<file path="src/hdl/vfs_pkg.sv">
package vfs_pkg;

	// Fixed field widths of the stream and result channels
	localparam int BYTE_BITS   = 8;
	localparam int FIELD_BITS  = 24;
	localparam int KIND_BITS   = 2;
	localparam int TIB_BITS    = 5;
	localparam int FILL_BITS   = 3;
	localparam int WINDOW_BITS = 32;

	// Start code detection
	localparam logic [2:0]            WINDOW_FULL  = 3'd4;
	localparam logic [23:0]           START_PREFIX = 24'h000001;
	localparam logic [BYTE_BITS-1:0]  VOP_CODE     = 8'hB6;

	// Frame kinds as reported
	localparam logic [KIND_BITS-1:0] FRAME_KIND_I  = 2'd0;
	localparam logic [KIND_BITS-1:0] FRAME_KIND_P  = 2'd1;
	localparam logic [KIND_BITS-1:0] FRAME_KIND_B  = 2'd2;
	// coding type code for sprite VOPs, reported as predicted
	localparam logic [KIND_BITS-1:0] CODING_SPRITE = 2'd3;

	// Byte classified by the front end
	typedef struct packed {
		logic [BYTE_BITS-1:0] data_byte;
		logic                 end_of_buffer;
		logic                 vop_hit;
	} vfs_item_t;

endpackage

</file>
<file path="src/hdl/vfs_if.sv">
// Byte stream channel
interface vfs_stream_if;
	logic       valid;
	logic       ready;
	logic [7:0] data_byte;
	logic       end_of_buffer;

	modport source(output valid, data_byte, end_of_buffer, input ready);
	modport sink(input valid, data_byte, end_of_buffer, output ready);
endinterface

// Frame result channel
interface vfs_frame_if;
	logic        valid;
	logic        ready;
	logic [23:0] frame_offset;
	logic [23:0] frame_length;
	logic [1:0]  frame_kind;
	logic        coded_flag;
	logic        header_short;
	logic        closes_buffer;

	modport source(output valid, frame_offset, frame_length, frame_kind, coded_flag,
		header_short, closes_buffer, input ready);
	modport sink(input valid, frame_offset, frame_length, frame_kind, coded_flag,
		header_short, closes_buffer, output ready);
endinterface

// Configuration write channel
interface vfs_cfg_if;
	logic       valid;
	logic       ready;
	logic [4:0] time_increment_bits;

	modport source(output valid, time_increment_bits, input ready);
	modport sink(input valid, time_increment_bits, output ready);
endinterface

</file>
<file path="src/hdl/vfs_front.sv">
// Start code scanner: shifts bytes through the code window, tags VOP hits
module vfs_front #(
	parameter int OFFSET_BITS = 24
) (
	input  logic                   clk,
	input  logic                   arst_n,
	vfs_stream_if.sink             stream,
	input  logic                   q_full,
	output logic                   push,
	output vfs_pkg::vfs_item_t     item,
	output logic [OFFSET_BITS-1:0] position
);

	logic [vfs_pkg::WINDOW_BITS-1:0] window_q, window_next;
	logic [vfs_pkg::FILL_BITS-1:0]   fill_q, fill_next;
	logic [OFFSET_BITS-1:0]          pos_q;
	logic                            start_hit;

	assign stream.ready = !q_full;
	assign push         = stream.valid && !q_full;

	// window after this byte, and whether it holds a start code
	always_comb begin
		window_next = {window_q[vfs_pkg::WINDOW_BITS-vfs_pkg::BYTE_BITS-1:0], stream.data_byte};
		fill_next   = (fill_q < vfs_pkg::WINDOW_FULL) ? fill_q + 3'd1 : fill_q;
		start_hit   = (fill_next == vfs_pkg::WINDOW_FULL) && !stream.end_of_buffer &&
			(window_next[31:8] == vfs_pkg::START_PREFIX);
	end

	assign item.data_byte     = stream.data_byte;
	assign item.end_of_buffer = stream.end_of_buffer;
	assign item.vop_hit       = start_hit && (window_next[7:0] == vfs_pkg::VOP_CODE);
	assign position           = pos_q;

	// scanner state; buffer end returns it to reset
	always_ff @(posedge clk or negedge arst_n) begin
		if (!arst_n) begin
			window_q <= '0;
			fill_q   <= '0;
			pos_q    <= '0;
		end else if (push) begin
			if (stream.end_of_buffer) begin
				window_q <= '0;
				fill_q   <= '0;
				pos_q    <= '0;
			end else begin
				// start codes do not overlap: refill from empty
				window_q <= start_hit ? '0 : window_next;
				fill_q   <= start_hit ? '0 : fill_next;
				pos_q    <= pos_q + OFFSET_BITS'(1);
			end
		end
	end

endmodule

</file>
<file path="src/hdl/vfs_queue.sv">
// Two-entry queue between scanner and header parser
module vfs_queue #(
	parameter int WIDTH = 35
) (
	input  logic             clk,
	input  logic             arst_n,
	input  logic             push,
	input  logic [WIDTH-1:0] push_data,
	output logic             full,
	input  logic             pop,
	output logic [WIDTH-1:0] pop_data,
	output logic             empty
);

	logic [WIDTH-1:0] slot_q [2];
	logic             wr_q, rd_q;
	logic [1:0]       count_q;

	assign full     = (count_q == 2'd2);
	assign empty    = (count_q == 2'd0);
	assign pop_data = slot_q[rd_q];

	// storage
	always_ff @(posedge clk) begin
		if (push) begin
			slot_q[wr_q] <= push_data;
		end
	end

	// pointers and occupancy
	always_ff @(posedge clk or negedge arst_n) begin
		if (!arst_n) begin
			wr_q    <= 1'b0;
			rd_q    <= 1'b0;
			count_q <= '0;
		end else begin
			if (push) begin
				wr_q <= !wr_q;
			end
			if (pop) begin
				rd_q <= !rd_q;
			end
			case ({push, pop})
				2'b10:   count_q <= count_q + 2'd1;
				2'b01:   count_q <= count_q - 2'd1;
				default: count_q <= count_q;
			endcase
		end
	end

endmodule

</file>
<file path="src/hdl/vfs_back.sv">
// Header parser and frame reporter
module vfs_back #(
	parameter int OFFSET_BITS = 24
) (
	input  logic                   clk,
	input  logic                   arst_n,
	vfs_cfg_if.sink                cfg,
	vfs_frame_if.source            frames,
	input  logic                   q_empty,
	output logic                   pop,
	input  vfs_pkg::vfs_item_t     item,
	input  logic [OFFSET_BITS-1:0] position
);

	typedef enum logic [2:0] {
		HDR_IDLE,
		HDR_TYPE_HI,
		HDR_TYPE_LO,
		HDR_MODULO,
		HDR_MARKER1,
		HDR_INCR,
		HDR_MARKER2,
		HDR_CODED
	} hdr_phase_t;

	typedef struct packed {
		hdr_phase_t                       phase;
		logic [vfs_pkg::TIB_BITS-1:0]     left;
		logic [vfs_pkg::KIND_BITS-1:0]    kind;
		logic                             coded;
	} hdr_t;

	logic [vfs_pkg::TIB_BITS-1:0] tib_q;
	logic                         open_q;
	logic [OFFSET_BITS-1:0]       offset_q;
	hdr_t                         hdr_q, hdr_next;

	logic                            out_valid_q;
	logic [vfs_pkg::FIELD_BITS-1:0]  out_offset_q, out_length_q;
	logic [vfs_pkg::KIND_BITS-1:0]   out_kind_q;
	logic                            out_coded_q, out_short_q, out_end_q;

	logic                           emit;
	logic                           shortened;
	logic [OFFSET_BITS-1:0]         start_pos, end_pos, length;
	logic [vfs_pkg::FIELD_BITS-1:0] offset_f, length_f;

	// one header bit
	function automatic hdr_t hdr_step(hdr_t h, logic b, logic [vfs_pkg::TIB_BITS-1:0] tib);
		hdr_t n;
		logic [vfs_pkg::KIND_BITS-1:0] t;
		n = h;
		t = {h.kind[1], b};
		case (h.phase)
			HDR_TYPE_HI: begin
				n.kind  = {b, 1'b0};
				n.phase = HDR_TYPE_LO;
			end
			HDR_TYPE_LO: begin
				n.kind  = (t == vfs_pkg::CODING_SPRITE) ? vfs_pkg::FRAME_KIND_P : t;
				n.phase = HDR_MODULO;
			end
			HDR_MODULO: begin
				if (!b) begin
					n.phase = HDR_MARKER1;
				end
			end
			HDR_MARKER1: begin
				if (tib == '0) begin
					n.phase = HDR_MARKER2;
				end else begin
					n.left  = tib;
					n.phase = HDR_INCR;
				end
			end
			HDR_INCR: begin
				n.left = h.left - 5'd1;
				if (h.left == 5'd1) begin
					n.phase = HDR_MARKER2;
				end
			end
			HDR_MARKER2: n.phase = HDR_CODED;
			HDR_CODED: begin
				n.coded = b;
				n.phase = HDR_IDLE;
			end
			default: n = h;
		endcase
		return n;
	endfunction

	assign cfg.ready = 1'b1;
	assign pop       = !q_empty && (!out_valid_q || frames.ready);

	// header bits of this byte, MSB first
	always_comb begin
		hdr_next = hdr_q;
		for (int i = vfs_pkg::BYTE_BITS - 1; i >= 0; i--) begin
			if (open_q && hdr_next.phase != HDR_IDLE) begin
				hdr_next = hdr_step(hdr_next, item.data_byte[i], tib_q);
			end
		end
	end

	// frame close: VOP code start or buffer end
	always_comb begin
		emit      = open_q && (item.end_of_buffer || item.vop_hit);
		shortened = (hdr_next.phase != HDR_IDLE);
		start_pos = position - OFFSET_BITS'(3);
		end_pos   = item.end_of_buffer ? position + OFFSET_BITS'(1) : start_pos;
		length    = end_pos - offset_q;
	end

	generate
		if (OFFSET_BITS >= vfs_pkg::FIELD_BITS) begin : g_trunc
			assign offset_f = offset_q[vfs_pkg::FIELD_BITS-1:0];
			assign length_f = length[vfs_pkg::FIELD_BITS-1:0];
		end else begin : g_ext
			assign offset_f = {{(vfs_pkg::FIELD_BITS-OFFSET_BITS){1'b0}}, offset_q};
			assign length_f = {{(vfs_pkg::FIELD_BITS-OFFSET_BITS){1'b0}}, length};
		end
	endgenerate

	// parser state and result register
	always_ff @(posedge clk or negedge arst_n) begin
		if (!arst_n) begin
			tib_q        <= '0;
			open_q       <= 1'b0;
			offset_q     <= '0;
			hdr_q        <= '{phase: HDR_IDLE, left: '0, kind: '0, coded: 1'b0};
			out_valid_q  <= 1'b0;
			out_offset_q <= '0;
			out_length_q <= '0;
			out_kind_q   <= '0;
			out_coded_q  <= 1'b0;
			out_short_q  <= 1'b0;
			out_end_q    <= 1'b0;
		end else begin
			if (cfg.valid) begin
				tib_q <= cfg.time_increment_bits;
			end
			if (frames.ready) begin
				out_valid_q <= 1'b0;
			end
			if (pop) begin
				if (emit) begin
					out_valid_q  <= 1'b1;
					out_offset_q <= offset_f;
					out_length_q <= length_f;
					out_kind_q   <= shortened ? vfs_pkg::FRAME_KIND_I : hdr_next.kind;
					out_coded_q  <= shortened ? 1'b0 : hdr_next.coded;
					out_short_q  <= shortened;
					out_end_q    <= item.end_of_buffer;
				end
				if (item.end_of_buffer) begin
					open_q   <= 1'b0;
					offset_q <= '0;
					hdr_q    <= '{phase: HDR_IDLE, left: '0, kind: '0, coded: 1'b0};
				end else if (item.vop_hit) begin
					open_q   <= 1'b1;
					offset_q <= start_pos;
					hdr_q    <= '{phase: HDR_TYPE_HI, left: '0, kind: '0, coded: 1'b0};
				end else begin
					hdr_q <= hdr_next;
				end
			end
		end
	end

	assign frames.valid         = out_valid_q;
	assign frames.frame_offset  = out_offset_q;
	assign frames.frame_length  = out_length_q;
	assign frames.frame_kind    = out_kind_q;
	assign frames.coded_flag    = out_coded_q;
	assign frames.header_short  = out_short_q;
	assign frames.closes_buffer = out_end_q;

endmodule

</file>
<file path="src/hdl/vop_frame_splitter.sv">
// Channel  | Dir | Request
// ---------+-----+----------------------------------------------------------
// stream   | in  | one buffer byte, data_byte and end_of_buffer
// frames   | out | one closed frame: offset, length, kind, coded, short, end
// cfg      | in  | time_increment_bits write
//
// One byte is taken per cycle while the queue has room; the byte closing a
// frame is queued, then the parser reports it from the result register.
// The two-entry queue lets the scanner keep taking bytes while a result waits.
// arst_n clears all stream state and time_increment_bits to zero.
// A stalled result holds the parser; the scanner stalls once the queue fills.
module vop_frame_splitter #(
	parameter int OFFSET_BITS = 24
) (
	input  logic         clk,
	input  logic         arst_n,
	vfs_stream_if.sink   stream,
	vfs_frame_if.source  frames,
	vfs_cfg_if.sink      cfg
);

	localparam int ITEM_BITS  = $bits(vfs_pkg::vfs_item_t);
	localparam int ENTRY_BITS = ITEM_BITS + OFFSET_BITS;

	logic                   q_full, q_empty, push, pop;
	vfs_pkg::vfs_item_t     f_item, b_item;
	logic [OFFSET_BITS-1:0] f_pos, b_pos;
	logic [ENTRY_BITS-1:0]  q_out;

	vfs_front #(.OFFSET_BITS(OFFSET_BITS)) u_front (
		.clk      (clk),
		.arst_n   (arst_n),
		.stream   (stream),
		.q_full   (q_full),
		.push     (push),
		.item     (f_item),
		.position (f_pos)
	);

	vfs_queue #(.WIDTH(ENTRY_BITS)) u_queue (
		.clk       (clk),
		.arst_n    (arst_n),
		.push      (push),
		.push_data ({f_item, f_pos}),
		.full      (q_full),
		.pop       (pop),
		.pop_data  (q_out),
		.empty     (q_empty)
	);

	assign b_item = q_out[ENTRY_BITS-1:OFFSET_BITS];
	assign b_pos  = q_out[OFFSET_BITS-1:0];

	vfs_back #(.OFFSET_BITS(OFFSET_BITS)) u_back (
		.clk      (clk),
		.arst_n   (arst_n),
		.cfg      (cfg),
		.frames   (frames),
		.q_empty  (q_empty),
		.pop      (pop),
		.item     (b_item),
		.position (b_pos)
	);

endmodule
</file>
<file path="src/flat_wrapper.sv">
// flat-port wrapper written by rule: the top's interface ports become plain ports
module vop_frame_splitter_flat 
#(
	parameter int OFFSET_BITS = 24
)
  (clk, arst_n, stream_valid, stream_data_byte, stream_end_of_buffer, stream_ready, frames_valid, frames_frame_offset, frames_frame_length, frames_frame_kind, frames_coded_flag, frames_header_short, frames_closes_buffer, frames_ready, cfg_valid, cfg_time_increment_bits, cfg_ready);
  vfs_stream_if stream_i ();
  vfs_frame_if frames_i ();
  vfs_cfg_if cfg_i ();
  input  logic clk;
  input  logic arst_n;
  input wire logic [$bits(stream_i.valid)-1:0] stream_valid;
  input wire logic [$bits(stream_i.data_byte)-1:0] stream_data_byte;
  input wire logic [$bits(stream_i.end_of_buffer)-1:0] stream_end_of_buffer;
  output wire logic [$bits(stream_i.ready)-1:0] stream_ready;
  output wire logic [$bits(frames_i.valid)-1:0] frames_valid;
  output wire logic [$bits(frames_i.frame_offset)-1:0] frames_frame_offset;
  output wire logic [$bits(frames_i.frame_length)-1:0] frames_frame_length;
  output wire logic [$bits(frames_i.frame_kind)-1:0] frames_frame_kind;
  output wire logic [$bits(frames_i.coded_flag)-1:0] frames_coded_flag;
  output wire logic [$bits(frames_i.header_short)-1:0] frames_header_short;
  output wire logic [$bits(frames_i.closes_buffer)-1:0] frames_closes_buffer;
  input wire logic [$bits(frames_i.ready)-1:0] frames_ready;
  input wire logic [$bits(cfg_i.valid)-1:0] cfg_valid;
  input wire logic [$bits(cfg_i.time_increment_bits)-1:0] cfg_time_increment_bits;
  output wire logic [$bits(cfg_i.ready)-1:0] cfg_ready;
  assign stream_i.valid = stream_valid;
  assign stream_i.data_byte = stream_data_byte;
  assign stream_i.end_of_buffer = stream_end_of_buffer;
  assign stream_ready = stream_i.ready;
  assign frames_valid = frames_i.valid;
  assign frames_frame_offset = frames_i.frame_offset;
  assign frames_frame_length = frames_i.frame_length;
  assign frames_frame_kind = frames_i.frame_kind;
  assign frames_coded_flag = frames_i.coded_flag;
  assign frames_header_short = frames_i.header_short;
  assign frames_closes_buffer = frames_i.closes_buffer;
  assign frames_i.ready = frames_ready;
  assign cfg_i.valid = cfg_valid;
  assign cfg_i.time_increment_bits = cfg_time_increment_bits;
  assign cfg_ready = cfg_i.ready;
  vop_frame_splitter #(.OFFSET_BITS(OFFSET_BITS)) u_core (.clk(clk), .arst_n(arst_n), .stream(stream_i), .frames(frames_i), .cfg(cfg_i));
endmodule
</file>
<file path="config.mk">
export PLATFORM = sky130hd
export DESIGN_NAME = vop_frame_splitter_flat
export DESIGN_NICKNAME = d
export VERILOG_FILES = /design/src/hdl/vfs_pkg.sv /design/src/hdl/vfs_if.sv /design/src/hdl/vfs_front.sv /design/src/hdl/vfs_queue.sv /design/src/hdl/vfs_back.sv /design/src/hdl/vop_frame_splitter.sv /design/src/flat_wrapper.sv
export SDC_FILE = /design/constraint.sdc
export NUM_CORES = 1
export LEC_CHECK = 0
export ABC_AREA = 0
export BUFFER_PORTS_ARGS = -buffer_cell sky130_fd_sc_hd__buf_2
export CORE_MARGIN = 2
export CORE_UTILIZATION = 40
export CTS_CLUSTER_DIAMETER = 80
export CTS_CLUSTER_SIZE = 24
export DETAILED_ROUTE_END_ITERATION = 10
export SLEW_MARGIN = 25
export SYNTH_ARGS = -nofsm -noshare
export SYNTH_HDL_FRONTEND = slang
export SYNTH_SLANG_ARGS = --single-unit
</file>
<file path="constraint.sdc">
create_clock -name clk -period 8.8 [get_ports clk]
set_input_delay 1.76 -clock clk [delete_from_list [all_inputs] [get_ports clk]]
set_output_delay 1.76 -clock clk [all_outputs]
set_load 0.02 [all_outputs]
</file>
==> results.md, run 1 <==
- Root Buffer Master: sky130_fd_sc_hd__clkbuf_16
- Number of flops mapped to enable cells by yosys: 68
- Path type of the worst setup path: flip-flop to flip-flop
- Total CTS buffers: 15
- Slowest cell delay on critical path: between 0.7 and 0.8 ns
- Endpoint kind of the worst setup timing path: flip-flop
- Maximum vdd drop: about 170 uV
- Wire length of the first global-routing pass: 62.1 mm
- Status: completed
- Total of fill cells in the finished design: ~3.4k
- Synthesis-to-finish area growth: 9.81%
- Routed via count: 12.1k
- Reg clk slew, reported paths: 0.09 ns
- Cells after synthesis: 1569
- Routed length per placed instance: between 15 and 20 um
- Worst EP required: a little over 9 ns
- Number of hold-repair buffers added at the cts stage: 0
- Post-Synthesis Net Count: 1632
- Transition time at the pin with the least slew margin: 0.955 ns
- Clock period minus final worst setup slack: between 8 and 9 ns
- Async set-or-reset flop fraction in the synthesized netlist: 68.8%
- Leading cell type in the layout, fill and taps excluded: sky130_fd_sc_hd__nand2_1
- Count of cell types in the netlist: 112
- Class of the tightest hold or removal check: flip-flop to flip-flop
- Main flop type after synthesis: sky130_fd_sc_hd__dfrtp_1
- Number of detailed-route iterations in the first pass: 5
- Level count of the clock H-tree: 1
- Syn avg cell area: 9.04 um^2
- Number of buffer cells added on primary ports: 73
- Final setup viols: 0
- Initial core utilization: about two fifths
- Total negative setup slack: 0 ns
- Number of buffers between clock root and the deepest sink: 3
- Ant diodes: 0
- Flop and latch count out of synthesis: 218
- Post-DP HPWL: 28.8 mm
- Vias/cell: 5.80
- Data arrival time of the critical path: 8.50 ns
- Max-slew headroom at the worst pin: 36.3%
- Core region area: 34700 um^2
- Clk Latency, worst-skew pair: 0.49 ns
- Cell family with most CP delay: compound AO/OA/AOI/OAI gates
- Total I/O pin count: 75
- Antenna-violating nets left: 0
- Largest net degree at the start of global routing: 100
- Height of the die: 192 um
- Unrepaired setup endpoints after global routing: no
- Post-place setup slack: around 0.34 ns
- Final Worst Setup Slack: 0.667 ns
- Part of the cycle the worst path needs: 92.4%
- CP max stage cell: sky130_fd_sc_hd__dfrtp_1
- Antenna violations before repair: 0
- Sequential cell area fraction in the yosys report: 40.9%
- Final routed DRC violation total: 0
- Post-CTS setup-driven buffer insertion count: 0
- Commonest cells after routing, fill and taps aside: sky130_fd_sc_hd__nand2_1, sky130_fd_sc_hd__o21ai_0, sky130_fd_sc_hd__dfrtp_1
- Number of max-capacitance violations reported: 0
- Warnings from Yosys: 0
- Routability congestion estimate: 0.925
- Overflow left after global routing: 0
- TritonCTS sink count: 218
- CTS tree: done
- Vias in the first global route: ~11k
- WL final: 39.0 mm
- Achievable clock frequency: between 0.1 and 0.15 GHz
- Leakage Power: 6.28 nW
- Hold violation total from the final report: 0
- Final nets: roughly 1.7k
- Most repeated library cell on the critical path: sky130_fd_sc_hd__ha_1
- Max-slew violation count: 0
- Critical Path Fanout Max: 20
- Sort of element at the start of the critical path: flip-flop
- Buffering stage count on the worst path with inverters included: 1
- Site row count: 68
- Die Area: 37000 um^2
- Power density over cell area: 409 nW/um^2
- Die Span X: 192 um
- All-layer global routing usage: 21.0%
- Synth Cell Area: 14200 um^2
- Violation count after the first detailed-routing iteration: 1064
- Largest clock skew in the final design: about 0.022 ns
- Layout cells sized above 1: 12.9%
-- cell type report --
class | count | area (um^2) | area share, %
well taps | 455 | 569 | 3.65
clock buffers | 18 | 387 | 2.48
inverters | 64 | 240 | 1.54
flip-flops and latches | 218 | 5800 | 37.2
repair buffers | 99 | 583 | 3.74
multi-input cells | 1218 | 7920 | 50.8
clock inverters | 7 | 80.1 | 0.514
-- power by group --
group | internal, mW | leakage (nW) | switching (mW)
Clock | 0.334 | 0.227 | 0.379
Sequential | 1.36 | 2.59 | 0.183
Combinational | 1.41 | 3.47 | 2.70
-- what timing repair did --
item                                   CTS  global route
resized for setup                        0            12
endpoints found under the hold margin    0             0
setup endpoints to repair                0             5
-- cell usage after synthesis (18+ instances only) --
master / count / area, um^2
sky130_fd_sc_hd__xnor2_1: 44 / 385
sky130_fd_sc_hd__a21oi_1: 66 / 330
sky130_fd_sc_hd__o31ai_1: 18 / 135
sky130_fd_sc_hd__inv_1: 63 / 236
sky130_fd_sc_hd__clkbuf_1: 44 / 165
sky130_fd_sc_hd__xor2_1: 36 / 315
sky130_fd_sc_hd__o21ai_0: 159 / 796
sky130_fd_sc_hd__nor2_1: 115 / 432
sky130_fd_sc_hd__mux2i_1: 42 / 420
sky130_fd_sc_hd__nand4_1: 20 / 125
sky130_fd_sc_hd__nand2_1: 228 / 856
sky130_fd_sc_hd__nand3_1: 45 / 225
sky130_fd_sc_hd__a31oi_1: 19 / 119
sky130_fd_sc_hd__dfrtp_1: 150 / 3750
sky130_fd_sc_hd__ha_1: 43 / 538
sky130_fd_sc_hd__nor3_1: 32 / 160
sky130_fd_sc_hd__edfxtp_1: 68 / 2040
-- stage by stage --
step                      util [%]  instance area, um^2  power [mW]  hold WS, ns  instances
after floorplan                  -                14200        4.54        0.445       1569
after global placement        43.3                15000        5.61        0.457       2053
after detailed placement      43.3                15000        5.60        0.461       2053
after CTS                     44.7                15500        6.34        0.483       2078
after global routing          44.9                15600        6.91        0.502       2079
final                         44.9                15600        6.37        0.477       2079
-- state kept, by name (all words and copies together), names as in the netlist, 2 cells and up --
name                               flops
u_core.u_queue.slot_q                 68
u_core.u_back.hdr_q                   11
u_core.u_front.window_q               24
u_core.u_back.frames.frame_offset     24
u_core.u_queue.count_q                 2
u_core.u_front.position               24
u_core.u_back.tib_q                    5
u_core.u_front.fill_q                  3
u_core.u_back.frames.frame_kind        2
u_core.u_back.offset_f                24
u_core.u_back.frames.frame_length     24
-- worst min-delay path: stages, from the launching register on --
cell,delay (ns)
sky130_fd_sc_hd__dfrtp_1,0.35
sky130_fd_sc_hd__nand2_1,0.05
sky130_fd_sc_hd__o31ai_1,0.05
-- worst paths after layout --
check                                                         to  slack [ns]  cells past startpoint                             startpoint
setup / recovery                          u_core.u_back.hdr_q[7]        0.67                     25                 u_core.u_back.hdr_q[9]
hold / removal             u_core.u_back.frames.frame_length[13]        0.48                      2  u_core.u_back.frames.frame_length[13]
setup reg to reg                          u_core.u_back.hdr_q[7]        0.67                     25                 u_core.u_back.hdr_q[9]
hold reg to reg            u_core.u_back.frames.frame_length[13]        0.48                      2  u_core.u_back.frames.frame_length[13]
max in group asynchronous     u_core.u_back.frames.frame_kind[1]        6.36                      2                                 arst_n
min in group asynchronous            u_core.u_front.position[21]        1.27                      1                                 arst_n
-- kinds of logic after synthesis --
logic type               count (synthesis)  share of synthesized area (%)
flip-flops                             218                           40.9
AND/OR/NAND/NOR                        578                           20.1
AO/OA/AOI/OAI                          459                           22.1
adder cells (fa/ha/maj)                 44                           3.93
XOR/XNOR                                80                           4.94
buffers and inverters                  133                           3.84
other                                    1                         0.0264
multiplexers                            56                           4.15
-- metal layers --
layer	global-route usage, %	routed length (um)	share of wire, %	vias up
met5	0	0	0	-
met4	3.96	792	2.0	0
met3	2.56	2170	5.6	61
met2	29.4	15700	40	389
met1	34.2	20300	52	5738
li1	-	-	-	5872
No activity file was read; power rests on OpenSTA's default activity.
==> run 2: changes to the inputs <==
--- a/config.mk
+++ b/config.mk
@@ -5,13 +5,14 @@
 export SDC_FILE = /design/constraint.sdc
 export NUM_CORES = 1
 export LEC_CHECK = 0
-export ABC_AREA = 0
+export ABC_AREA = 1
 export BUFFER_PORTS_ARGS = -buffer_cell sky130_fd_sc_hd__buf_2
 export CORE_MARGIN = 2
 export CORE_UTILIZATION = 40
-export CTS_CLUSTER_DIAMETER = 80
+export CTS_CLUSTER_DIAMETER = 60
 export CTS_CLUSTER_SIZE = 24
 export DETAILED_ROUTE_END_ITERATION = 10
+export SKIP_LAST_GASP = 1
 export SLEW_MARGIN = 25
 export SYNTH_ARGS = -nofsm -noshare
 export SYNTH_HDL_FRONTEND = slang
==> run 2 against run 1 <==
  * Utilization increased by 0.78 points
  * Total power is 4.0% higher
  * Count of clock-buffer cells in the layout increased by 12
  * Highest routed layer is now met5
  * Largest cell class unchanged
  * First-iteration DRC count fell by 2.2%
==> results.md, run 2 <==
- Transition time at the pin with the least slew margin: just over 0.9 ns
- Number of cells on the worst hold path: 2
- Total negative setup slack: 0 ns
- CP max stage cell: sky130_fd_sc_hd__nand3_2
- WL met1: 18.9 mm
- Reg-to-Reg Start: u_core.u_back.tib_q[0]
- Post-Synthesis Net Count: around 2.0k
- Maximum vdd drop: 161 uV
- Sequential cell area fraction in the yosys report: 40.8%
- Number of buffer cells added on primary ports: 73
- All-layer global routing usage: 19.7%
- Most frequent cells after synthesis: sky130_fd_sc_hd__nand2_1, sky130_fd_sc_hd__inv_1, sky130_fd_sc_hd__nor2_1
- Level count of the clock H-tree: 1
- Total of fill cells in the finished design: around 3.5k
- Final nets: 2022
- Async set-or-reset flop fraction in the synthesized netlist: 68.8%
- Library cell with the highest instance count after synthesis: sky130_fd_sc_hd__nand2_1
- Die Span X: 192 um
- Biggest area consumer among synthesized cells: sky130_fd_sc_hd__dfrtp_1
- Post-DP HPWL: 26.3 mm
- Cell Count Post-Placement: ~2.4k
- Routed via count: 12.5k
- Class of the tightest hold or removal check: flip-flop to flip-flop
- Share of cell area taken by muxes after synthesis: 0.494%
- Slowest cell delay on critical path: about 0.52 ns
- Synthesis-to-finish area growth: 11.6%
- Vias in the first global route: 11.5k
- Root Buffer Master: sky130_fd_sc_hd__clkbuf_16
- Layout cells sized above 1: approximately 14%
- Number of detailed-route iterations in the first pass: 6
- Number of flip-flops under the largest register name: 68
- Sort of element at the start of the critical path: flip-flop
- Violation count after the first detailed-routing iteration: 1041
- Reg clk slew, reported paths: 0.06 ns
- Path type of the worst setup path: flip-flop to flip-flop
- Share of total power in sequential cells: 22.4%
- Cell Count, Final, Fillers Out: roughly 2.4k
- Max-slew violation count: 0
- Final setup viols: 0
- Endpoint kind of the worst setup timing path: flip-flop
- Wire length of the first global-routing pass: 59.7 mm
- Status: completed
- Most repeated library cell on the critical path: sky130_fd_sc_hd__nand2_1
- Commonest cells after routing, fill and taps aside: sky130_fd_sc_hd__nand2_1, sky130_fd_sc_hd__inv_1, sky130_fd_sc_hd__o21ai_0, sky130_fd_sc_hd__nor2_1, sky130_fd_sc_hd__dfrtp_1
- Syn avg cell area: between 7 and 8 um^2
- Worst R2R End: u_core.u_back.frames.header_short
- Die Area: roughly 37000 um^2
- Worst EP required: 9.20 ns
- Clock period minus final worst setup slack: ~7.3 ns
- Flop and latch count out of synthesis: 218
- WL final: 36.0 mm
- R2r worst-path depth: 50
- Post-CTS setup-driven buffer insertion count: 0
- Part of the cycle the worst path needs: between 80% and 90%
- Post-layout power: ~6.6 mW
- Core region area: 34700 um^2
- Vias/cell: a little over 5
- Met3 layer wire length in the routed design: 1.78 mm
- Clk Latency, worst-skew pair: approximately 0.52 ns
- Ant diodes: 0
- Site row count: between 60 and 70
- Synth Cell Area: 14200 um^2
- Overflow left after global routing: 0
- Combinational cell fraction of total power: 62.3%
- Number of flops mapped to enable cells by yosys: 68
- Leading cell type in the layout, fill and taps excluded: sky130_fd_sc_hd__nand2_1
- Achievable clock frequency: 0.138 GHz
- CTS tree: done
- Number of buffers between clock root and the deepest sink: 3
- Hold violation total from the final report: 0
- Final routed DRC violation total: 0
- Total I/O pin count: between 70 and 80
- Sw Share: 50.7%
- Routed length per placed instance: 14.8 um
- Leakage Power: 7.56 nW
- Cell internal pwr: ~3.3 mW
- Setup slack, reg-to-reg: 1.53 ns
- Number of hold-repair buffers added at the cts stage: 0
- Fraction of synthesized cell area taken by the top area cell type: 26.4%
- Post-synthesis xor/xnor area fraction: ~2.7%
- Net switching power: ~3.4 mW
- Power share of the clock group: between 10% and 20%
- Fraction of the mapped netlist area in adder cells: 3.93%
- Largest reg by FF count: u_core.u_queue.slot_q
- Largest net degree at the start of global routing: 105
- Antenna-violating nets left: 0
- Combinational family with the most area after synthesis: simple AND/OR/NAND/NOR gates
- Highest signal layer in the routed design: met5
- Simple-gate area share of the yosys netlist: 30.6%
- Data arrival time of the critical path: about 7.7 ns
- Cells after synthesis: 1891
- TritonCTS sink count: 218
- Count of cell types in the netlist: just under 60
- Met2 WL: between 10 and 15 mm
- Post-synthesis compound-gate area fraction: 13.6%
- Initial core utilization: 40.9%
- Worst hold margin: 0.466 ns
- Launch instance of the worst min-delay path: u_core.u_back.frames.frame_length[1]
- Critical Path Fanout Max: 24
- Main flop type after synthesis: sky130_fd_sc_hd__dfrtp_1
- Total CTS buffers: 23
- Power density over cell area: 418 nW/um^2
- Capture endpoint of the worst hold path: u_core.u_back.frames.frame_length[1]
- Warnings from Yosys: 0
- Max-slew headroom at the worst pin: 38.1%
- Antenna violations before repair: 1
- Largest clock skew in the final design: 0.0182 ns
- Number of cells upsized or downsized after cts: 0
- Unrepaired setup endpoints after global routing: no
- Height of the die: slightly below 200 um
- Number of max-capacitance violations reported: 0
- Largest cells by area after synthesis: sky130_fd_sc_hd__dfrtp_1, sky130_fd_sc_hd__edfxtp_1, sky130_fd_sc_hd__nand2_1, sky130_fd_sc_hd__inv_1, sky130_fd_sc_hd__o21ai_0
- Routability congestion estimate: 0.892
## run 2: cell types whose count changed in the layout (fill, tap and decap cells not counted), moves of 25 or more
cell	before	now
sky130_fd_sc_hd__nand2_1	227	472
sky130_fd_sc_hd__nand2_2	2	32
sky130_fd_sc_hd__o22ai_1	4	39
sky130_fd_sc_hd__inv_1	63	217
sky130_fd_sc_hd__nand3_1	45	126
sky130_fd_sc_hd__mux2i_1	41	7
sky130_fd_sc_hd__xnor2_1	44	13
sky130_fd_sc_hd__nor2_1	114	153
sky130_fd_sc_hd__inv_2	1	26
## run 2: power by group through the flow
stage	registers (mW)	logic, mW	clock network, mW
after floorplan	1.60	3.04	0
after global placement	1.49	4.05	0
after detailed placement	1.50	4.09	0
after CTS	1.48	4.11	1.04
after global routing	1.51	4.68	1.08
final	1.48	4.13	1.02
## run 2: per-layer routing
| layer | vias to the layer above | track usage, % |
|---|---|---|
| met5 | - | 0 |
| met4 | 2 | 3.38 |
| met3 | 42 | 2.42 |
| met2 | 276 | 28.8 |
| met1 | 5755 | 31.3 |
| li1 | 6384 | - |
## run 2: how the worst max path moves through the flow
stage                     slack (ns)  cells past startpoint                            endpoint              startpoint
after floorplan                 3.00                     51   u_core.u_back.frames.header_short  u_core.u_back.tib_q[2]
after global placement          1.74                     50   u_core.u_back.frames.header_short  u_core.u_back.tib_q[0]
after detailed placement        1.55                     50   u_core.u_back.frames.header_short  u_core.u_back.tib_q[0]
after CTS                       1.53                     50   u_core.u_back.frames.header_short  u_core.u_back.tib_q[0]
after global routing            0.74                     49  u_core.u_back.frames.frame_kind[1]  u_core.u_back.tib_q[0]
final                           1.53                     50   u_core.u_back.frames.header_short  u_core.u_back.tib_q[0]
## run 2: cells by family after synthesis
logic type | Yosys count
AOI/OAI and AO/OA | 345
buffers and inverters | 289
and+or+nand+nor | 943
xor gates and xnor gates | 44
other | 1
muxes | 7
DFF | 218
adders and majority gates | 44
## run 2: area by class of cell
type	count	area [um^2]	area share, %
clock buffer	30	642	4.05
clock inverter	12	149	0.939
inverter	248	931	5.87
multi-input combinational	1384	7310	46.1
sequential	218	5800	36.6
tap	455	569	3.59
timing repair buffer	84	454	2.87
## run 2: stage by stage
step	instance area [um^2]	utilization [%]	setup slack (ns)
floorplan	14200	-	3.00
global placement	15100	43.4	1.74
detailed placement	15100	43.4	1.55
CTS	15800	45.7	1.53
global route	15800	45.7	0.744
finish	15800	45.7	1.53
## run 2: critical path: cells and delay by family, from the launching register on
family	cells	cell delay (ns)
flip-flops	1	0.38
buffers and inverters	5	0.26
AND/OR/NAND/NOR	34	3.75
adder cells (fa/ha/maj)	6	1.71
AO/OA/AOI/OAI	5	1.03
